===== config.mk =====
export PLATFORM = sky130hd
export DESIGN_NAME = extended_timer_deadline_queue_core_flat
export DESIGN_NICKNAME = d
export VERILOG_FILES = /design/src/rtl/etdq_pkg.sv /design/src/rtl/etdq_if.sv /design/src/rtl/etdq_ctrl.sv /design/src/rtl/etdq_dp.sv /design/src/rtl/extended_timer_deadline_queue_core.sv /design/src/flat_wrapper.sv
export SDC_FILE = /design/constraint.sdc
export NUM_CORES = 1
export LEC_CHECK = 0
export ABC_AREA = 1
export BUFFER_PORTS_ARGS = -buffer_cell sky130_fd_sc_hd__buf_2
export CAP_MARGIN = 30
export CORE_ASPECT_RATIO = 2
export CORE_MARGIN = 2
export CORE_UTILIZATION = 55
export DETAILED_ROUTE_END_ITERATION = 6
export PLACE_DENSITY = 0.72
export SLEW_MARGIN = 10
export SYNTH_ARGS = -nofsm -noshare
export SYNTH_HDL_FRONTEND = slang
export SYNTH_SLANG_ARGS = --single-unit

===== constraint.sdc =====
create_clock -name clk -period 17.9 [get_ports clk]
set_input_delay 2.685 -clock clk [delete_from_list [all_inputs] [get_ports clk]]
set_output_delay 2.685 -clock clk [all_outputs]
set_load 0.05 [all_outputs]

===== src/rtl/etdq_pkg.sv =====
// ---------------------------------------------------------------------------
// etdq_pkg
// Types, sizes and codes shared by the deadline queue modules.
// ---------------------------------------------------------------------------
`timescale 1ns / 1ps
`default_nettype none

package etdq_pkg;

    localparam int QUEUE_DEPTH = 8;
    localparam int MAX_RESULTS = 8;
    localparam int IDX_W       = (QUEUE_DEPTH > 1) ? $clog2(QUEUE_DEPTH) : 1;
    localparam int CNT_W       = $clog2(QUEUE_DEPTH + 1);
    localparam int EMIT_W      = $clog2(MAX_RESULTS + 1);
    localparam int TIME_W      = 64;
    localparam int TAG_W       = 8;
    localparam int DELAY_W     = 32;
    localparam int FUNC_W      = 2;
    localparam int KIND_W      = 3;

    typedef enum logic [FUNC_W-1:0] {
        FN_TICK    = 2'd0,
        FN_REQUEST = 2'd1,
        FN_CANCEL  = 2'd2,
        FN_READ    = 2'd3
    } func_t;

    typedef enum logic [KIND_W-1:0] {
        K_ACCEPTED  = 3'd0,
        K_EXPIRED   = 3'd1,
        K_TIMEDOUT  = 3'd2,
        K_CANCELLED = 3'd3,
        K_BUSY      = 3'd4,
        K_FULL      = 3'd5,
        K_TIME      = 3'd6
    } kind_t;

    typedef struct packed {
        logic  accept;
        logic  tick_inc;
        logic  scan_clear;
        logic  scan_step;
        logic  find_step;
        logic  calc;
        logic  emit;
        kind_t kind;
        logic  last;
        logic  wr_entry;
        logic  clr_best;
        logic  clr_idx;
    } etdq_cmd_t;

    typedef struct packed {
        logic out_free;
        logic running;
        logic scan_done;
        logic elig_any;
        logic exp_last;
        logic dl_late;
        logic q_full;
        logic tag_hit;
    } etdq_status_t;

endpackage

`default_nettype wire


===== src/rtl/etdq_if.sv =====
// ---------------------------------------------------------------------------
// etdq channel interfaces
// Item, result and configuration channels with valid/ready transfer.
// ---------------------------------------------------------------------------
`timescale 1ns / 1ps
`default_nettype none

interface etdq_item_if;
    logic        valid;
    logic        ready;
    logic [1:0]  func;
    logic [7:0]  request_tag;
    logic [31:0] delay;
    logic [63:0] deadline;

    modport source (output valid, func, request_tag, delay, deadline, input ready);
    modport sink   (input valid, func, request_tag, delay, deadline, output ready);
endinterface

interface etdq_result_if;
    logic        valid;
    logic        ready;
    logic [2:0]  result_kind;
    logic [7:0]  result_tag;
    logic [63:0] time_value;
    logic        last_result;

    modport source (output valid, result_kind, result_tag, time_value, last_result,
                    input ready);
    modport sink   (input valid, result_kind, result_tag, time_value, last_result,
                    output ready);
endinterface

interface etdq_cfg_if;
    logic valid;
    logic ready;
    logic hold_running;

    modport source (output valid, hold_running, input ready);
    modport sink   (input valid, hold_running, output ready);
endinterface

`default_nettype wire


===== src/rtl/etdq_ctrl.sv =====
// ---------------------------------------------------------------------------
// etdq_ctrl
// Sequencer for tick scans, request placement, cancel search and reads.
// ---------------------------------------------------------------------------
`timescale 1ns / 1ps
`default_nettype none

module etdq_ctrl
    import etdq_pkg::*;
(
    input  wire logic         clk,
    input  wire logic         rst_n,
    input  wire logic         item_valid,
    input  wire logic [1:0]   item_func,
    output logic              item_ready,
    input  wire etdq_status_t status,
    output etdq_cmd_t         cmd
);

    typedef enum logic [6:0] {
        S_IDLE   = 7'b0000001,
        S_SCAN   = 7'b0000010,
        S_EXPIRE = 7'b0000100,
        S_CALC   = 7'b0001000,
        S_PLACE  = 7'b0010000,
        S_FIND   = 7'b0100000,
        S_READ   = 7'b1000000
    } state_t;

    state_t state_reg;
    state_t state_next;
    func_t  func_in;

    assign func_in = func_t'(item_func);

    always_comb
    begin
        state_next = state_reg;
        item_ready = 1'b0;
        cmd        = '0;
        cmd.kind   = K_ACCEPTED;
        case (state_reg)
            S_IDLE:
            begin
                item_ready     = 1'b1;
                cmd.scan_clear = 1'b1;
                if (item_valid)
                begin
                    cmd.accept = 1'b1;
                    case (func_in)
                        FN_TICK:
                        begin
                            cmd.tick_inc = status.running;
                            state_next   = S_SCAN;
                        end
                        FN_REQUEST: state_next = S_CALC;
                        FN_CANCEL:  state_next = S_FIND;
                        default:    state_next = S_READ;
                    endcase
                end
            end
            S_SCAN:
            begin
                cmd.scan_step = 1'b1;
                if (status.scan_done)
                    state_next = S_EXPIRE;
            end
            S_EXPIRE:
            begin
                if (!status.elig_any)
                    state_next = S_IDLE;
                else if (status.out_free)
                begin
                    cmd.emit       = 1'b1;
                    cmd.kind       = K_EXPIRED;
                    cmd.last       = status.exp_last;
                    cmd.clr_best   = 1'b1;
                    cmd.scan_clear = 1'b1;
                    state_next     = status.exp_last ? S_IDLE : S_SCAN;
                end
            end
            S_CALC:
            begin
                cmd.calc   = 1'b1;
                state_next = S_PLACE;
            end
            S_PLACE:
            begin
                if (status.out_free)
                begin
                    cmd.emit = 1'b1;
                    cmd.last = 1'b1;
                    if (status.dl_late)
                        cmd.kind = K_TIMEDOUT;
                    else if (status.q_full)
                        cmd.kind = K_FULL;
                    else
                    begin
                        cmd.kind     = K_ACCEPTED;
                        cmd.wr_entry = 1'b1;
                    end
                    state_next = S_IDLE;
                end
            end
            S_FIND:
            begin
                if (status.tag_hit)
                begin
                    if (status.out_free)
                    begin
                        cmd.emit    = 1'b1;
                        cmd.last    = 1'b1;
                        cmd.kind    = K_CANCELLED;
                        cmd.clr_idx = 1'b1;
                        state_next  = S_IDLE;
                    end
                end
                else if (status.scan_done)
                begin
                    if (status.out_free)
                    begin
                        cmd.emit   = 1'b1;
                        cmd.last   = 1'b1;
                        cmd.kind   = K_TIMEDOUT;
                        state_next = S_IDLE;
                    end
                end
                else
                    cmd.find_step = 1'b1;
            end
            S_READ:
            begin
                if (status.out_free)
                begin
                    cmd.emit   = 1'b1;
                    cmd.last   = 1'b1;
                    cmd.kind   = status.running ? K_TIME : K_BUSY;
                    state_next = S_IDLE;
                end
            end
            default:
            begin
                state_next = S_IDLE;
            end
        endcase
    end

    always_ff @(posedge clk or negedge rst_n)
    begin
        if (!rst_n)
            state_reg <= S_IDLE;
        else
            state_reg <= state_next;
    end

endmodule

`default_nettype wire


===== src/rtl/etdq_dp.sv =====
// ---------------------------------------------------------------------------
// etdq_dp
// Time counter, deadline slots, entry scan and result register.
// ---------------------------------------------------------------------------
`timescale 1ns / 1ps
`default_nettype none

module etdq_dp
    import etdq_pkg::*;
(
    input  wire logic               clk,
    input  wire logic               rst_n,
    input  wire etdq_cmd_t          cmd,
    output etdq_status_t            status,
    input  wire logic [TAG_W-1:0]   item_tag,
    input  wire logic [DELAY_W-1:0] item_delay,
    input  wire logic [TIME_W-1:0]  item_deadline,
    input  wire logic               cfg_valid,
    input  wire logic               cfg_hold,
    output logic                    res_valid,
    output logic [KIND_W-1:0]       res_kind,
    output logic [TAG_W-1:0]        res_tag,
    output logic [TIME_W-1:0]       res_time,
    output logic                    res_last,
    input  wire logic               res_ready
);

    logic [TIME_W-1:0]      dl_mem [QUEUE_DEPTH];
    logic [TAG_W-1:0]       tag_mem [QUEUE_DEPTH];
    logic [QUEUE_DEPTH-1:0] valid_reg;
    logic                   hold_reg;
    logic [TIME_W-1:0]      now_reg;
    logic [TAG_W-1:0]       tag_reg;
    logic [DELAY_W-1:0]     delay_reg;
    logic [TIME_W-1:0]      deadline_reg;
    logic [TIME_W-1:0]      cand_reg;
    logic [IDX_W-1:0]       idx_reg;
    logic                   found_reg;
    logic [IDX_W-1:0]       best_idx_reg;
    logic [TIME_W-1:0]      best_dl_reg;
    logic [TAG_W-1:0]       best_tag_reg;
    logic [CNT_W-1:0]       elig_reg;
    logic [EMIT_W-1:0]      emit_reg;
    logic                   out_valid_reg;
    kind_t                  out_kind_reg;
    logic [TAG_W-1:0]       out_tag_reg;
    logic [TIME_W-1:0]      out_time_reg;
    logic                   out_last_reg;

    logic [TIME_W-1:0]      entry_dl;
    logic [TAG_W-1:0]       entry_tag;
    logic                   entry_elig;
    logic                   entry_better;
    logic [IDX_W-1:0]       free_slot;
    logic [TIME_W-1:0]      cand_next;
    logic [TAG_W-1:0]       out_tag_next;

    assign entry_dl     = dl_mem[idx_reg];
    assign entry_tag    = tag_mem[idx_reg];
    assign entry_elig   = valid_reg[idx_reg] && (entry_dl <= now_reg);
    assign entry_better = entry_elig && (!found_reg || (entry_dl < best_dl_reg));

    always_comb
    begin
        free_slot = '0;
        for (int i = QUEUE_DEPTH - 1; i >= 0; i--)
        begin
            if (!valid_reg[i])
                free_slot = IDX_W'(i);
        end
    end

    assign cand_next = (delay_reg != '0) ? (now_reg + TIME_W'(delay_reg)) : deadline_reg;

    always_comb
    begin
        case (cmd.kind)
            K_EXPIRED:      out_tag_next = best_tag_reg;
            K_TIME, K_BUSY: out_tag_next = '0;
            default:        out_tag_next = tag_reg;
        endcase
    end

    assign status.out_free  = !out_valid_reg || res_ready;
    assign status.running   = (|valid_reg) || hold_reg;
    assign status.scan_done = (idx_reg == IDX_W'(QUEUE_DEPTH - 1));
    assign status.elig_any  = (elig_reg != '0);
    assign status.exp_last  = (elig_reg == CNT_W'(1)) || (emit_reg == EMIT_W'(MAX_RESULTS - 1));
    assign status.dl_late   = (cand_reg <= now_reg);
    assign status.q_full    = &valid_reg;
    assign status.tag_hit   = valid_reg[idx_reg] && (entry_tag == tag_reg);

    always_ff @(posedge clk)
    begin
        if (cmd.wr_entry)
        begin
            dl_mem[free_slot]  <= cand_reg;
            tag_mem[free_slot] <= tag_reg;
        end
        if (cmd.accept)
        begin
            tag_reg      <= item_tag;
            delay_reg    <= item_delay;
            deadline_reg <= item_deadline;
        end
        if (cmd.calc)
            cand_reg <= cand_next;
        if (cmd.scan_step && entry_better)
        begin
            best_idx_reg <= idx_reg;
            best_dl_reg  <= entry_dl;
            best_tag_reg <= entry_tag;
        end
        if (cmd.emit)
        begin
            out_kind_reg <= cmd.kind;
            out_tag_reg  <= out_tag_next;
            out_time_reg <= (cmd.kind == K_BUSY) ? '0 : now_reg;
            out_last_reg <= cmd.last;
        end
    end

    always_ff @(posedge clk or negedge rst_n)
    begin
        if (!rst_n)
        begin
            valid_reg     <= '0;
            hold_reg      <= 1'b0;
            now_reg       <= '0;
            idx_reg       <= '0;
            found_reg     <= 1'b0;
            elig_reg      <= '0;
            emit_reg      <= '0;
            out_valid_reg <= 1'b0;
        end
        else
        begin
            if (cfg_valid)
                hold_reg <= cfg_hold;
            if (cmd.tick_inc)
                now_reg <= now_reg + TIME_W'(1);
            if (cmd.wr_entry)
                valid_reg[free_slot] <= 1'b1;
            if (cmd.clr_best)
                valid_reg[best_idx_reg] <= 1'b0;
            if (cmd.clr_idx)
                valid_reg[idx_reg] <= 1'b0;
            if (cmd.accept)
                emit_reg <= '0;
            else if (cmd.emit && (cmd.kind == K_EXPIRED))
                emit_reg <= emit_reg + EMIT_W'(1);
            if (cmd.scan_clear)
            begin
                idx_reg   <= '0;
                found_reg <= 1'b0;
                elig_reg  <= '0;
            end
            else if (cmd.scan_step)
            begin
                if (!status.scan_done)
                    idx_reg <= idx_reg + IDX_W'(1);
                if (entry_better)
                    found_reg <= 1'b1;
                if (entry_elig)
                    elig_reg <= elig_reg + CNT_W'(1);
            end
            else if (cmd.find_step)
                idx_reg <= idx_reg + IDX_W'(1);
            if (cmd.emit)
                out_valid_reg <= 1'b1;
            else if (res_ready)
                out_valid_reg <= 1'b0;
        end
    end

    assign res_valid = out_valid_reg;
    assign res_kind  = out_kind_reg;
    assign res_tag   = out_tag_reg;
    assign res_time  = out_time_reg;
    assign res_last  = out_last_reg;

endmodule

`default_nettype wire


===== src/rtl/extended_timer_deadline_queue_core.sv =====
// A read passes through S_READ, a request through S_CALC and S_PLACE, and a
// cancel steps through the slots in S_FIND. A tick scans all slots in S_SCAN
// one entry per cycle, once per expiration (up to 8) or once if none is due.
// One item at a time; a new item is taken while the last result waits in
// the output register. Reset: time zero, queue empty, timer stopped, hold off.
// ---------------------------------------------------------------------------
// extended_timer_deadline_queue_core
// 64-bit extended timer with a bounded queue of pending deadlines.
// ---------------------------------------------------------------------------
`timescale 1ns / 1ps
`default_nettype none

module extended_timer_deadline_queue_core
    import etdq_pkg::*;
(
    input  wire logic     clk,
    input  wire logic     rst_n,
    etdq_item_if.sink     item,
    etdq_result_if.source result,
    etdq_cfg_if.sink      cfg
);

    etdq_cmd_t    cmd;
    etdq_status_t status;

    assign cfg.ready = 1'b1;

    etdq_ctrl u_ctrl (
        .clk        (clk),
        .rst_n      (rst_n),
        .item_valid (item.valid),
        .item_func  (item.func),
        .item_ready (item.ready),
        .status     (status),
        .cmd        (cmd)
    );

    etdq_dp u_dp (
        .clk           (clk),
        .rst_n         (rst_n),
        .cmd           (cmd),
        .status        (status),
        .item_tag      (item.request_tag),
        .item_delay    (item.delay),
        .item_deadline (item.deadline),
        .cfg_valid     (cfg.valid),
        .cfg_hold      (cfg.hold_running),
        .res_valid     (result.valid),
        .res_kind      (result.result_kind),
        .res_tag       (result.result_tag),
        .res_time      (result.time_value),
        .res_last      (result.last_result),
        .res_ready     (result.ready)
    );

endmodule

`default_nettype wire


===== src/flat_wrapper.sv =====
// flat-port wrapper written by rule: the top's interface ports become plain ports
module extended_timer_deadline_queue_core_flat import etdq_pkg::*;
  (clk, rst_n, item_valid, item_func, item_request_tag, item_delay, item_deadline, item_ready, result_valid, result_result_kind, result_result_tag, result_time_value, result_last_result, result_ready, cfg_valid, cfg_hold_running, cfg_ready);
  etdq_item_if item_i ();
  etdq_result_if result_i ();
  etdq_cfg_if cfg_i ();
  input  wire logic clk;
  input  wire logic rst_n;
  input wire logic [$bits(item_i.valid)-1:0] item_valid;
  input wire logic [$bits(item_i.func)-1:0] item_func;
  input wire logic [$bits(item_i.request_tag)-1:0] item_request_tag;
  input wire logic [$bits(item_i.delay)-1:0] item_delay;
  input wire logic [$bits(item_i.deadline)-1:0] item_deadline;
  output wire logic [$bits(item_i.ready)-1:0] item_ready;
  output wire logic [$bits(result_i.valid)-1:0] result_valid;
  output wire logic [$bits(result_i.result_kind)-1:0] result_result_kind;
  output wire logic [$bits(result_i.result_tag)-1:0] result_result_tag;
  output wire logic [$bits(result_i.time_value)-1:0] result_time_value;
  output wire logic [$bits(result_i.last_result)-1:0] result_last_result;
  input wire logic [$bits(result_i.ready)-1:0] result_ready;
  input wire logic [$bits(cfg_i.valid)-1:0] cfg_valid;
  input wire logic [$bits(cfg_i.hold_running)-1:0] cfg_hold_running;
  output wire logic [$bits(cfg_i.ready)-1:0] cfg_ready;
  assign item_i.valid = item_valid;
  assign item_i.func = item_func;
  assign item_i.request_tag = item_request_tag;
  assign item_i.delay = item_delay;
  assign item_i.deadline = item_deadline;
  assign item_ready = item_i.ready;
  assign result_valid = result_i.valid;
  assign result_result_kind = result_i.result_kind;
  assign result_result_tag = result_i.result_tag;
  assign result_time_value = result_i.time_value;
  assign result_last_result = result_i.last_result;
  assign result_i.ready = result_ready;
  assign cfg_i.valid = cfg_valid;
  assign cfg_i.hold_running = cfg_hold_running;
  assign cfg_ready = cfg_i.ready;
  extended_timer_deadline_queue_core u_core (.clk(clk), .rst_n(rst_n), .item(item_i), .result(result_i), .cfg(cfg_i));
endmodule

==> results of run 1 <==
worst max-delay path: cells and delay by family (launching register included):
kind / cells / cell delay (ns)
buffers and inverters: 4 / 1.92
AND/OR/NAND/NOR: 6 / 1.57
AO/OA/AOI/OAI: 8 / 1.51
flip-flops: 1 / 0.65
adder cells (fa/ha/maj): 1 / 0.31
final cells by class:
cell class	count	area [sq um]
Antenna cell	1	2.502
Timing Repair Buffer	227	1371
Inverter	366	1375
Multi-Input combinational cell	2237	13690
Sequential cell	988	29210
Tap cell	1043	1305
Fill cell	6353	30310
Clock buffer	106	2328
Clock inverter	49	608.1
how the worst min path moves through the flow:
| stage | from | endpoint | slack [ns] | depth (start not counted) |
|---|---|---|---|---|
| after detailed placement | u_core.u_dp.now_reg[39]$_DFFE_PN0P_ | u_core.u_dp.now_reg[39]$_DFFE_PN0P_ | 0.50 | 1 |
| after global placement | u_core.u_dp.now_reg[38]$_DFFE_PN0P_ | u_core.u_dp.now_reg[38]$_DFFE_PN0P_ | 0.48 | 1 |
| after floorplan | u_core.u_dp.found_reg$_DFFE_PN0P_ | u_core.u_dp.found_reg$_DFFE_PN0P_ | 0.45 | 2 |
| after CTS | u_core.u_dp.now_reg[39]$_DFFE_PN0P_ | u_core.u_dp.now_reg[39]$_DFFE_PN0P_ | 0.51 | 1 |
| final | u_core.u_dp.now_reg[38]$_DFFE_PN0P_ | u_core.u_dp.now_reg[38]$_DFFE_PN0P_ | 0.52 | 1 |
| after global routing | u_core.u_dp.now_reg[38]$_DFFE_PN0P_ | u_core.u_dp.now_reg[38]$_DFFE_PN0P_ | 0.54 | 1 |
report_power, final:
part | switching, W | leakage (nW) | internal (W)
combinational | 0.00136 | 8.32 | 0.000597
clock | 0.000829 | 1.42 | 0.00112
sequential | 0.000103 | 9.10 | 0.00278
Yosys cell counts (all sizes together), types with 71 or more instances:
cell type,count
a21oi,211
a22oi,71
dfrtp,92
edfxtp,895
ha,230
inv,359
nand2,712
nand3,104
nand4,108
nor2,238
o21ai,132
xor2,93
per-layer routing:
metal	GRT usage	share of wire
met1	0.3313	0.36
met2	0.5208	0.52
met3	0.03684	0.057
met4	0.1773	0.062
met5	0	0
logic make-up (layout without fill, tap and decap cells):
| logic type | Yosys count | in the layout | share of synthesized area |
|---|---|---|---|
| XOR/XNOR | 106 | 106 | 0.02085 |
| multiplexers | 1 | 1 | 0.0002529 |
| adder cells (fa/ha/maj) | 231 | 231 | 0.06509 |
| AND/OR/NAND/NOR | 1286 | 1286 | 0.1253 |
| buffers and inverters | 454 | 748 | 0.04033 |
| other | 1 | 2 | 0.00008423 |
| flip-flops | 988 | 988 | 0.6560 |
| AO/OA/AOI/OAI | 612 | 612 | 0.09212 |
through the flow:
| step | utilization | cell area [sq um] | std cells | setup slack (ns) |
|---|---|---|---|---|
| detailed placement | 0.5841 | 46840 | 4857 | 11.46 |
| finish | 0.6220 | 49880 | 5017 | 11.44 |
| CTS | 0.6207 | 49780 | 5012 | 11.45 |
| global route | 0.6220 | 49880 | 5017 | 11.05 |
| floorplan | - | 44520 | 3679 | 10.34 |
| global placement | 0.5829 | 46750 | 4853 | 11.62 |
==> qor.yml, run 1 <==
synth_area_leaders: "edfxtp_1, ha_1, nand2_1"
r2r_end: "u_core.u_dp.best_dl_reg[49]$_DFFE_PP_"
fin_hold_ws_ns: 0.5186
regMostFlops: "u_core.u_dp.dl_mem"
worstRegToRegCells: 19
endpoint: "u_core.u_dp.best_dl_reg[49]$_DFFE_PP_"
cpPeakStageDelay_ns: 0.82
core_area_sq_um: 80190
clock-root-buffer: "clkbuf_16"
leakagePower_nw: 18.83
post_cts_buffers: 0
antenna_found_initial: 1
cts_buffers: 84
netlist_area_sq_um: 44520
drive_gt1_frac: 0.1236
cts.sinks: 988
cpMaxStageDelayCell: "buf_4"
gp_congestion: 0.9964
hold_viol: 0
cp.arrival_ns: 6.74
portBuffers: 189
violations: "DRC"
gr-usage-all-layers: 0.2919
syn_to_final_growth_pct: 12.04
synth_top_flop_cell: "edfxtp_1"
setup_viol: 0
vias: 30014
period_share: 0.3611
crit_path_end_kind: "flip-flop"
clock_latency_ns: 0.67
ys_seq_area_frac: 0.6560
drt-total-wl_microns: 120400
max-cap-violations: 0
rsz0062_at_grt: "false"
die-height_microns: 406.4
grt_overflow: 0
io_pins: 191
nets: 4247
synth_edf_count: 895
post-route-min-period_ns: 6.464
required_ns: 18.18
drtIter0Drc: 2627
htree_levels: 3
min_path_type: "reg -> reg"
dpl.hpwl_microns: 81760
ys_seq_elements: 988
yosys.area.top_type: "edfxtp_1"
fin_tns_setup_ns: 0
yosysWarnings: 0
crit_path_max_fanout: 64
grt_pass1_wl_microns: 178000
rrSetupSlack_ns: 11.44
start_kind: "flip-flop"
rr_startpoint: "u_core.u_dp.idx_reg[1]$_DFFE_PN0P_"
slew_viol_final: 0
synth_top_area_frac: 0.6037
wl_per_cell_microns: 23.99
initial_core_util: 0.5552
die_area_sq_um: 83380
fmax_mhz: 154.7
clkSlewWorstSetupHoldPaths_ns: 0.07
avgSynthCellArea_sq_um: 12.10
cts_resized: 0
status: "finished, violations left"
vdd_drop_max_mv: 0.1957
p_per_area_nw_per_um2: 135.9
grt_max_degree: 88
final_cell_mix: "edfxtp_1, nand2_1, inv_1"
synthCells: 3679
holdBufCountCts: 0
clk_path_buf_depth: 3
async_reset_ff_frac: 0.09413
final_common_cell: "edfxtp_1"
relSlewSlack: 0.2928
cts_tree: "built"
largest_register_ff_count: 512
vias_per_cell: 5.982
crit_start: "u_core.u_dp.idx_reg[1]$_DFFE_PN0P_"
skew_ns: 0.02558
grt_pass1_vias: 30568
route.detailed.drc: 4
tightest_slew_ns: 1.061
postRouteAntennaNets: 0
rows: 147
worstPathCellList: "inv_2, nor2_2, inv_1, nor2_4, buf_4, a221oi_1, nand4_1, ha_1, a21oi_1, o21a_1, o211ai_1, a21oi_1, o21ai_0, a21oi_1, nand2_1, nand2_1, nand2_1, a21oi_4, buf_4"
yosysUniqueCellTypes: 67
synth_fp_nets: 4022
die_w_microns: 205.2
dr.pass1.iters: 7
path_class: "reg -> reg"
power.total_w: 0.006779
Power figures use the tool's default switching activity.
==> inputs of run 2 (changes only) <==
- clock period: 17.9 -> 6.1 ns (I/O delays scaled with it)
==> run 2 against run 1 <==
Net effect:
- the flow still finishes with violations (DRC)
- core utilization increased by 0.10 points
- total power rose to 2.9 times the previous value
- global-route usage up 0.43 points
- fmax rose by 25%
- non-clock buffer count up 24
- cell area grew 0.17%
- register-to-register slack worse by 11 ns
- clock power grew to 2.9 times the previous value
- sequential share of layout area fell by 0.097 points
- sequential power grew to 2.9 times the previous value
==> qor.yml, run 2 (synthesis results as in run 1) <==
fillers: 6299  # was 6353
use_met1: 0.3345  # was 0.3313
gr-usage-met3: 0.04004  # was 0.03684
clock-root-buffer: "clkbuf_16"  # unchanged
worstPathCellList: "inv_2, nor2_2, inv_1, nor2_4, buf_12, a22o_1, a221oi_1, nand4_1, ha_1, nand4_1, nor3_1, nand3_1, nor2_1, nand2_1, nand2_1, nand2_1, a21oi_4, buf_12"  # was inv_2, nor2_2, inv_1, nor2_4, buf_4, a221oi_1, nand4_1, ha_1, a21oi_1, o21a_1, o211ai_1, a21oi_1, o21ai_0, a21oi_1, nand2_1, nand2_1, nand2_1, a21oi_4, buf_4
cpMaxStageDelayCell: "dfrtp_1"  # was buf_4
regMostFlops: "u_core.u_dp.dl_mem"  # unchanged
fin_tns_setup_ns: 0  # unchanged
dp.cells: 4882  # was 4857
wl_per_cell_microns: 24.31  # was 23.99 microns
cts_buffers: 83  # was 84
post-route-min-period_ns: 5.165  # was 6.464 ns
n_antenna_cell: 0  # was 1
hold_viol: 0  # unchanged
grt_overflow: 0  # unchanged
period_share: 0.8468  # was 0.3611
grt_pass1_vias: 30459  # was 30568
crit_path_end_kind: "flip-flop"  # unchanged
leakagePower_nw: 18.92  # was 18.83 nW
route.detailed.drc: 2  # was 4
gr-usage-all-layers: 0.2963  # was 0.2919
drive_gt1_frac: 0.1281  # was 0.1236
grt_use_met2: 0.5252  # was 0.5208
initial_core_util: 0.5552  # unchanged
gp_congestion: 0.9853  # was 0.9964
final_cell_mix: "edfxtp_1, nand2_1, inv_1"  # unchanged
antenna_found_initial: 0  # was 1
cp.arrival_ns: 5.48  # was 6.74 ns
die_area_sq_um: 83380  # unchanged
min_path_type: "in -> async"  # was reg -> reg
syn_to_final_growth_pct: 12.23  # was 12.04%
crit_family: "simple AND/OR/NAND/NOR gates"  # was buffers and inverters
dpl.hpwl_microns: 84430  # was 81760 microns
ff_latch_area_sq_um: 29210  # unchanged
io_pins: 191  # unchanged
grt_pass1_wl_microns: 179900  # was 178000 microns
skew_ns: 0.02867  # was 0.02558 ns
final_common_cell: "edfxtp_1"  # unchanged
clock_latency_ns: 0.67  # about the same
required_ns: 6.41  # was 18.18 ns
portBuffers: 189  # unchanged
rows: 147  # unchanged
fmax_mhz: 193.6  # was 154.7 MHz
relSlewSlack: 0.3368  # was 0.2928
largest_register_ff_count: 512  # unchanged
drt-total-wl_microns: 122300  # was 120400 microns
worstPathBufferInverterCount: 4  # unchanged
die_w_microns: 205.2  # unchanged
cts.sinks: 988  # unchanged
cpPeakStageDelay_ns: 0.64  # was 0.82 ns
vias: 30062  # was 30014
status: "finished, violations left"  # unchanged
clk_path_buf_depth: 3  # unchanged
slew_viol_final: 0  # unchanged
grt.busiest_layer: "met2"  # unchanged
crit_path_max_fanout: 64  # unchanged
cts_tree: "built"  # unchanged
final_cells: 5031  # was 5017
vdd_drop_max_mv: 0.3293  # was 0.1957 mV
multi_input_area_sq_um: 13700  # was 13690 sq um
cts_resized: 0  # unchanged
clkSlewWorstSetupHoldPaths_ns: 0.07  # about the same
max-cap-violations: 0  # unchanged
htree_levels: 3  # unchanged
post_cts_buffers: 0  # unchanged
tightest_slew_ns: 0.9857  # was 1.061 ns
core_area_sq_um: 80190  # unchanged
rsz0062_at_grt: "false"  # unchanged
grt_max_degree: 71  # was 88
nets: 4270  # was 4247
fin_hold_ws_ns: 0.2605  # was 0.5186 ns
postRouteAntennaNets: 0  # unchanged
start_kind: "flip-flop"  # unchanged
violations: "DRC"  # unchanged
setup_viol: 0  # unchanged
dr.pass1.iters: 7  # unchanged
path_class: "reg -> reg"  # unchanged
crit_top_cell: "nand2_1"
vias_per_cell: 5.975  # was 5.982
holdBufCountCts: 0  # unchanged
die-height_microns: 406.4  # unchanged
drtIter0Drc: 2662  # was 2627
p_per_area_nw_per_um2: 397.9  # was 135.9 nW/um^2
run 2: changes by cell type in the layout (fill, tap and decap cells not counted), sizes merged:
cell / previous run / this run
bufinv: 13 / 14
clkinvlp: 8 / 5
inv: 362 / 363
clkbuf: 106 / 93
clkinv: 32 / 38
buf: 227 / 250
diode: 1 / 0
run 2: path summary, 6_finish.rpt:
kind / start / endpoint / slack (ns) / cells past startpoint
max: u_core.u_dp.idx_reg[1]$_DFFE_PN0P_ / u_core.u_dp.best_dl_reg[1]$_DFFE_PP_ / 0.93 / 18
min in group clk: item_deadline[19] / u_core.u_dp.deadline_reg[19]$_DFFE_PP_ / 0.41 / 1
min reg2reg: u_core.u_dp.now_reg[39]$_DFFE_PN0P_ / u_core.u_dp.now_reg[39]$_DFFE_PN0P_ / 0.50 / 1
max in group asynchronous: rst_n / u_core.u_dp.now_reg[53]$_DFFE_PN0P_ / 4.92 / 2
min: rst_n / u_core.u_dp.valid_reg[4]$_DFF_PN0_ / 0.26 / 1
max reg2reg: u_core.u_dp.idx_reg[1]$_DFFE_PN0P_ / u_core.u_dp.best_dl_reg[1]$_DFFE_PP_ / 0.93 / 18
run 2: layout make-up:
cell class,count,share of cell area
multi-input combinational,2237,0.2741
clock inverter,54,0.01295
inverter,366,0.02752
timing repair buffer,251,0.03170
tap,1043,0.02612
sequential,988,0.5845
clock buffer,92,0.04310
run 2: per-stage QoR:
stage          total power [W]  area, sq um    util  setup WS, ns
2_1_floorplan          0.01243        44530       -        0.3379
3_3_place_gp           0.01420        47130  0.5877         1.120
3_5_place_dp           0.01435        47130  0.5877         1.027
4_1_cts                0.01990        49930  0.6227        0.9887
5_1_grt                0.02079        49970  0.6231        0.6314
6_report               0.01988        49970  0.6231        0.9347
run 2: routing by layer:
layer | part of all wire | vias to the layer above
met5 | 0 | -
met4 | 0.068 | 0
met3 | 0.064 | 381
met2 | 0.51 | 1347
met1 | 0.35 | 14579
li1 | - | 13755
run 2: power by group:
part	internal, W	switching (W)	leakage (nW)
sequential	0.00815	0.000304	9.10
clock	0.00315	0.00243	1.37
combinational	0.00183	0.00401	8.45
total	0.0131	0.00675	18.9
